**src/design/rational_arithmetic_unit_defines.svh**
```systemverilog
// assertion helpers for the asserting design file
`ifndef RATIONAL_ARITHMETIC_UNIT_DEFINES_SVH
`define RATIONAL_ARITHMETIC_UNIT_DEFINES_SVH

// condition holds in the same cycle as the trigger
`define RAU_ASSERT_HOLDS(lbl, clk, rst_n, ante, cons, msg) \
    lbl: assert property (@(posedge clk) disable iff (!rst_n) (ante) |-> (cons)) else $error(msg);

// condition holds in the cycle after the trigger
`define RAU_ASSERT_NEXT(lbl, clk, rst_n, ante, cons, msg) \
    lbl: assert property (@(posedge clk) disable iff (!rst_n) (ante) |=> (cons)) else $error(msg);

`endif

```
**src/design/rau_pkg.sv**
```systemverilog
package rau_pkg;

    localparam int DEF_WORD_WIDTH = 32;
    localparam int FIELD_W        = 32;
    localparam int MODE_W         = 3;
    localparam int DEN_W          = 31;
    localparam int STATUS_W       = 2;

    // operation codes
    localparam logic [MODE_W-1:0] MODE_NORM = 3'd0;
    localparam logic [MODE_W-1:0] MODE_ADD  = 3'd1;
    localparam logic [MODE_W-1:0] MODE_SUB  = 3'd2;
    localparam logic [MODE_W-1:0] MODE_MUL  = 3'd3;
    localparam logic [MODE_W-1:0] MODE_DIV  = 3'd4;
    localparam logic [MODE_W-1:0] MODE_LESS = 3'd5;
    localparam logic [MODE_W-1:0] MODE_EQ   = 3'd6;
    localparam logic [MODE_W-1:0] MODE_ALT  = 3'd7;

    // status codes
    localparam logic [STATUS_W-1:0] ST_OK   = 2'd0;
    localparam logic [STATUS_W-1:0] ST_ZDEN = 2'd1;
    localparam logic [STATUS_W-1:0] ST_DIVZ = 2'd2;
    localparam logic [STATUS_W-1:0] ST_OVF  = 2'd3;

    // divider status toward the sequencer
    typedef struct packed {
        logic busy;
        logic done;
    } t_div_stat;

endpackage

```
**src/design/rau_div.sv**
```systemverilog
module rau_div #(
    parameter int MW = 66
) (
    input  logic               i_clk,
    input  logic               i_rst_n,
    input  logic               i_start,
    input  logic [MW-1:0]      i_dividend,
    input  logic [MW-1:0]      i_divisor,
    output rau_pkg::t_div_stat o_stat,
    output logic [MW-1:0]      o_quotient
);
    localparam int CW = $clog2(MW);

    logic          r_busy;
    logic          r_done;
    logic [CW-1:0] r_cnt;
    logic [MW-1:0] r_rem;
    logic [MW-1:0] r_quo;
    logic [MW-1:0] r_div;

    logic [MW:0]   w_rem_sh;
    logic [MW:0]   w_trial;
    logic          w_ge;

    // one quotient bit per cycle, restoring
    assign w_rem_sh = {r_rem, r_quo[MW-1]};
    assign w_trial  = w_rem_sh - {1'b0, r_div};
    assign w_ge     = !w_trial[MW];

    always_ff @(posedge i_clk) begin
        if (!i_rst_n) begin
            r_busy <= 1'b0;
            r_done <= 1'b0;
            r_cnt  <= '0;
        end else begin
            r_done <= 1'b0;
            if (i_start) begin
                r_busy <= 1'b1;
                r_cnt  <= '0;
            end else if (r_busy) begin
                r_cnt <= r_cnt + 1'b1;
                if (r_cnt == CW'(MW - 1)) begin
                    r_busy <= 1'b0;
                    r_done <= 1'b1;
                end
            end
        end
    end

    always_ff @(posedge i_clk) begin
        if (i_start) begin
            r_rem <= '0;
            r_quo <= i_dividend;
            r_div <= i_divisor;
        end else if (r_busy) begin
            r_rem <= w_ge ? w_trial[MW-1:0] : w_rem_sh[MW-1:0];
            r_quo <= {r_quo[MW-2:0], w_ge};
        end
    end

    assign o_stat.busy = r_busy;
    assign o_stat.done = r_done;
    assign o_quotient  = r_quo;
endmodule

```
**config.mk**
```make
export PLATFORM = sky130hd
export DESIGN_NAME = rau_div
export DESIGN_NICKNAME = d
export VERILOG_FILES = /design/src/design/rational_arithmetic_unit_defines.svh /design/src/design/rau_pkg.sv /design/src/design/rau_div.sv
export SDC_FILE = /design/constraint.sdc
export NUM_CORES = 1
export LEC_CHECK = 0
export ABC_AREA = 1
export BUFFER_PORTS_ARGS = -buffer_cell sky130_fd_sc_hd__buf_2
export CAP_MARGIN = 20
export CORE_MARGIN = 4
export CORE_UTILIZATION = 25
export DETAILED_ROUTE_END_ITERATION = 8
export GPL_ROUTABILITY_DRIVEN = 0
export PLACE_DENSITY_LB_ADDON = 0.25
export SLEW_MARGIN = 20
export SYNTH_ARGS = -nofsm -noshare
export SYNTH_HDL_FRONTEND = slang
export SYNTH_SLANG_ARGS = --single-unit
```
**constraint.sdc**
```tcl
create_clock -name i_clk -period 4.8 [get_ports i_clk]
set_clock_uncertainty 0.2 [all_clocks]
set_input_delay 0.96 -clock i_clk [delete_from_list [all_inputs] [get_ports i_clk]]
set_output_delay 0.96 -clock i_clk [all_outputs]
set_load 0.05 [all_outputs]
```
Yosys cells after proc, flatten, opt, wreduce, memory -nomap -nowiden:

Index checks and enable logic that the tools add are counted.

* input port bits: 135
* bits in registers: 207
* word-level logic and storage cells: 22
* output and inout port bits: 68

* reductions and logical operators: 4
* mux-type cells: 7
* equality and inequality tests: 1
* bitwise logic cells: 2
* $add $sub $neg: 2

Operator list (count)
* 66-bit two-way mux: 3
* 67-bit by 66-bit subtractor with 67-bit output: 1
* 7-bit by 1-bit adder with 7-bit output (second input constant): 1
* 7-bit == test (second input constant): 1
* 1-bit two-way mux: 4
* 3-bit OR reduction: 1
* 1-bit NOT: 2
* 2-bit nonzero test: 1
* 2-bit OR reduction: 1
* 1-bit zero test: 1

Logic depth before layout (Yosys ltp):

* depth in word-level cells: 4
* gate-level depth with buffers: 21
* depth with buffers taken out: 20

Least setup slack after synthesis:

Ideal clock, no wire load.

* path type: input -> register
* start: input port i_start
* end: register r_quo[0] (netlist: o_quotient[0]), enable pin
* arrival: 2781 ps
* setup slack: 1399 ps
* setup time: 421 ps
* data required time: 4179 ps
* stages on the path: 4
* path buffers: 2
* cells stage by stage: clkbuf_1 -> nor2_1 -> clkbuf_1 -> inv_1

* longest elaborated chain between the ends: 1

Ends and longest elaborated chain
* start, declared: line rau_div.sv:6 `input logic i_start,`
* 2-bit nonzero test (no source line)
* end signal, assigned: line rau_div.sv:53 `r_quo <= i_dividend;`
* end signal, assigned: line rau_div.sv:57 `r_quo <= {r_quo[MW-2:0], w_ge};`
* end, declared: line rau_div.sv:18 `logic [MW-1:0] r_quo;`

No other way between the ends.
A chain may end at the register's enable or synchronous reset.

Worst setup path in the final report:

* start: register r_quo[65] (netlist: o_quotient[65])
* end: register r_rem[57]

* longest elaborated chain between the ends: 2

Ends and longest elaborated chain
* 67-bit by 66-bit subtractor with 67-bit output: line rau_div.sv:27 `assign w_trial = w_rem_sh - {1'b0, r_div};`
* 66-bit two-way mux: line rau_div.sv:56 `r_rem <= w_ge ? w_trial[MW-1:0] : w_rem_sh[MW-1:0];`
* end signal, assigned: line rau_div.sv:56
* end, declared: line rau_div.sv:17 `logic [MW-1:0] r_rem;`

No other way between the ends.

==> results_dict.tcl <==
set metrics [dict create \
    grt.total_usage 0.153 \
    postCtsSetupRepairBufs 0 \
    clkTransAtPathRegs_ns 0.06 \
    hold_path_depth 2 \
    start_util 0.254 \
    clkSinkCount 207 \
    crit_chain "inv_1 > ha_1 > inv_1 > fa_1 > nand3_1 > nand3_2 > nand2_1 > nand2_2 > nand2_1 > nand2_2 > nand2_2 > nand3_1 > nand2_2 > buf_12 > nand2_1 > nand3_1 > nand2_1" \
    ir_drop_mv 0.265 \
    drc 0 \
    fill_cells 6253 \
    r2r-end "r_rem[57]" \
    worstMarginPinSlew_ns 0.953 \
    setup_viol 0 \
    outcome "finished clean" \
    root_buffer "clkbuf_16" \
    cp_max_fo 35 \
    cpMaxStageDelayCell "nand2_2" \
    fmax_ghz 0.298 \
    rr_worst_depth 17 \
    async_reset_ff_frac 0 \
    nets 2533 \
    synthTopCellsByCount "nand2_1 (910), inv_1 (386), nor2_1 (143)" \
    avgSynthCellArea_sq_um 6.62 \
    wire_per_inst_microns 15.3 \
    die_w_microns 246 \
    vias_per_cell 4.35 \
    vias 13500 \
    hold_end "r_rem[53]" \
    clk_latency_ns 0.59 \
    synth_top_area_cell "edfxtp_1" \
    finalHoldViolCount 0 \
    drv_cap 0 \
    crit_family "simple AND/OR/NAND/NOR gates" \
    grt_pass1_vias 13300 \
    synth_top_flop_cell "edfxtp_1" \
    dp_hpwl_microns 37300 \
    cts_made_buffers 28 \
    antenna_found_initial 12 \
    synth_top_area_share 0.281 \
    tns_ns 0 \
    crit_path_start_kind "flip-flop" \
    netlist_instances 2132 \
    clock_path_buffers 3 \
    critPathBufInv 3 \
    synth-edff-count 132 \
    drive_gt1_frac 0.115 \
    synth.area.top_cells "edfxtp_1 (28%), nand2_1 (24%), dfxtp_1 (11%)" \
    rsz0062_at_grt "false" \
    port_buffers 202 \
    tritoncts "built" \
    syn_area_sq_mm 0.0141 \
    holdBufCountCts 0 \
    grt_pass1_wl_microns 74100 \
    holdCritPathClass "reg -> reg" \
    multi_input_area_sq_mm 0.00696 \
    post-synth-top-count-cell "nand2_1" \
    relSlewSlack 0.364 \
    r2r_start "o_quotient[65]" \
    design.core.area_sq_mm 0.0555 \
    ant_nets 0 \
    dr.pass1.iters 5 \
    wl_microns 47500 \
    worst-setup-path-type "reg -> reg" \
    die_area_sq_mm 0.0604 \
    seq_area_sq_mm 0.00547 \
    fin_util 0.304 \
    ioPinCount 203 \
    worst-r2r-setup-slack_ns 1.45 \
    grt-ovfl-total 0 \
    period_minus_slack_ns 3.35 \
    yosysSeqAreaShare 0.387 \
    cp.arrival_ns 3.60 \
    p_leak_nw 9.07 \
    synth_seq_cells 207 \
    synth-warning-count 0 \
    max_stage_delay_ns 0.54 \
    power_density_mw_per_mm2 292 \
    num_rows 86 \
    h-tree-depth 1 \
    syn_to_final_growth_pct 19.5 \
    end_kind "flip-flop" \
    synthDistinctLibCells 35 \
    slew_violations 0 \
    design_area_sq_mm 0.0169 \
    grt_start_max_net_pins 67 \
    cts_resized 0 \
    die_h_microns 246 \
    syn-num-nets 2336 \
    post-route-period-util 0.699 \
    drt_iter0_drc 1033 \
    hold_start "r_rem[53]" \
    cp.required_ns 5.05 \
    place_area_sq_mm 0.0159 \
]
-- final cells by class --
| type | instances | share of cell area |
|---|---|---|
| clock inverters | 14 | 0.0105 |
| diodes | 7 | 0.00104 |
| inverters | 388 | 0.0863 |
| repair buffers | 213 | 0.0659 |
| clock buffers | 37 | 0.0447 |
| flip-flops and latches | 207 | 0.324 |
| well taps | 748 | 0.0555 |
| multi-input cells | 1491 | 0.412 |
-- state kept, by name, summed over array words and instances (netlist names) --
name        cells
o_quotient     66
r_busy          1
r_cnt           7
r_rem          66
r_done          1
r_div          66
-- cells in the final DEF (no fill, tap or decap), types with 4 or more instances in the layout --
| cell | Yosys | routed |
|---|---|---|
| nand2_2 | 7 | 8 |
| o21bai_1 | 14 | 14 |
| edfxtp_1 | 132 | 132 |
| buf_4 | 2 | 10 |
| clkinv_2 | 0 | 5 |
| nand2_1 | 910 | 909 |
| inv_1 | 386 | 384 |
| clkbuf_16 | 0 | 28 |
| a21oi_1 | 97 | 97 |
| nand4_1 | 14 | 14 |
| o21ai_0 | 39 | 39 |
| buf_2 | 4 | 201 |
| xor2_1 | 9 | 9 |
| dfxtp_1 | 75 | 75 |
| diode_2 | 0 | 7 |
| nor3b_1 | 4 | 4 |
| nor2_1 | 143 | 141 |
| ha_1 | 68 | 68 |
| nor3_1 | 13 | 13 |
| xnor2_1 | 30 | 30 |
| clkbuf_1 | 25 | 7 |
| nand3b_1 | 7 | 7 |
| nand3_1 | 122 | 122 |
-- worst max path at each step --
stage | start | to | depth (start not counted) | slack, ns
final | o_quotient[65] | r_rem[57] | 17 | 1.45
after global routing | o_quotient[65] | r_rem[12] | 17 | 1.10
after CTS | o_quotient[65] | r_rem[12] | 17 | 1.42
after detailed placement | o_quotient[65] | r_rem[12] | 17 | 1.46
after global placement | o_quotient[65] | r_rem[3] | 17 | 1.55
after floorplan | i_start | o_quotient[0] | 4 | 1.40
-- cell families after synthesis --
logic type | share of synthesized area
AO/OA/AOI/OAI | 0.0596
XOR/XNOR | 0.0242
adder cells (fa/ha/maj) | 0.0617
buffers and inverters | 0.122
flip-flops | 0.387
AND/OR/NAND/NOR | 0.346
-- worst reg2reg max path, cell delays in order, from the launching register on --
cell,delay [ns]
edfxtp_1,0.37
inv_1,0.09
ha_1,0.15
inv_1,0.07
fa_1,0.44
nand3_1,0.13
nand3_2,0.12
nand2_1,0.11
nand2_2,0.09
nand2_1,0.09
nand2_2,0.07
nand2_2,0.09
nand3_1,0.11
nand2_2,0.54
buf_12,0.31
nand2_1,0.12
nand3_1,0.07
nand2_1,0.05
-- report_power, final --
| group | switching, mW | internal (mW) |
|---|---|---|
| combinational | 0.534 | 0.195 |
| sequential | 0.0552 | 2.02 |
| clock | 0.844 | 1.27 |
-- stage by stage --
stage	hold WS (ns)	cells	setup slack [ns]	total power, mW
after floorplan	0.249	2132	1.40	2.60
after global placement	0.260	3047	1.55	2.85
after detailed placement	0.262	3047	1.46	2.85
after CTS	0.273	3098	1.42	5.01
after global routing	0.289	3099	1.10	5.15
final	0.271	3105	1.45	4.92
-- metal layers --
layer,share of wire,global-route usage
met2,0.45,0.253
met5,0.0014,0
met4,0.028,0.0375
met1,0.44,0.201
met3,0.085,0.0397
Note: power is estimated with default switching activity, not from simulation.
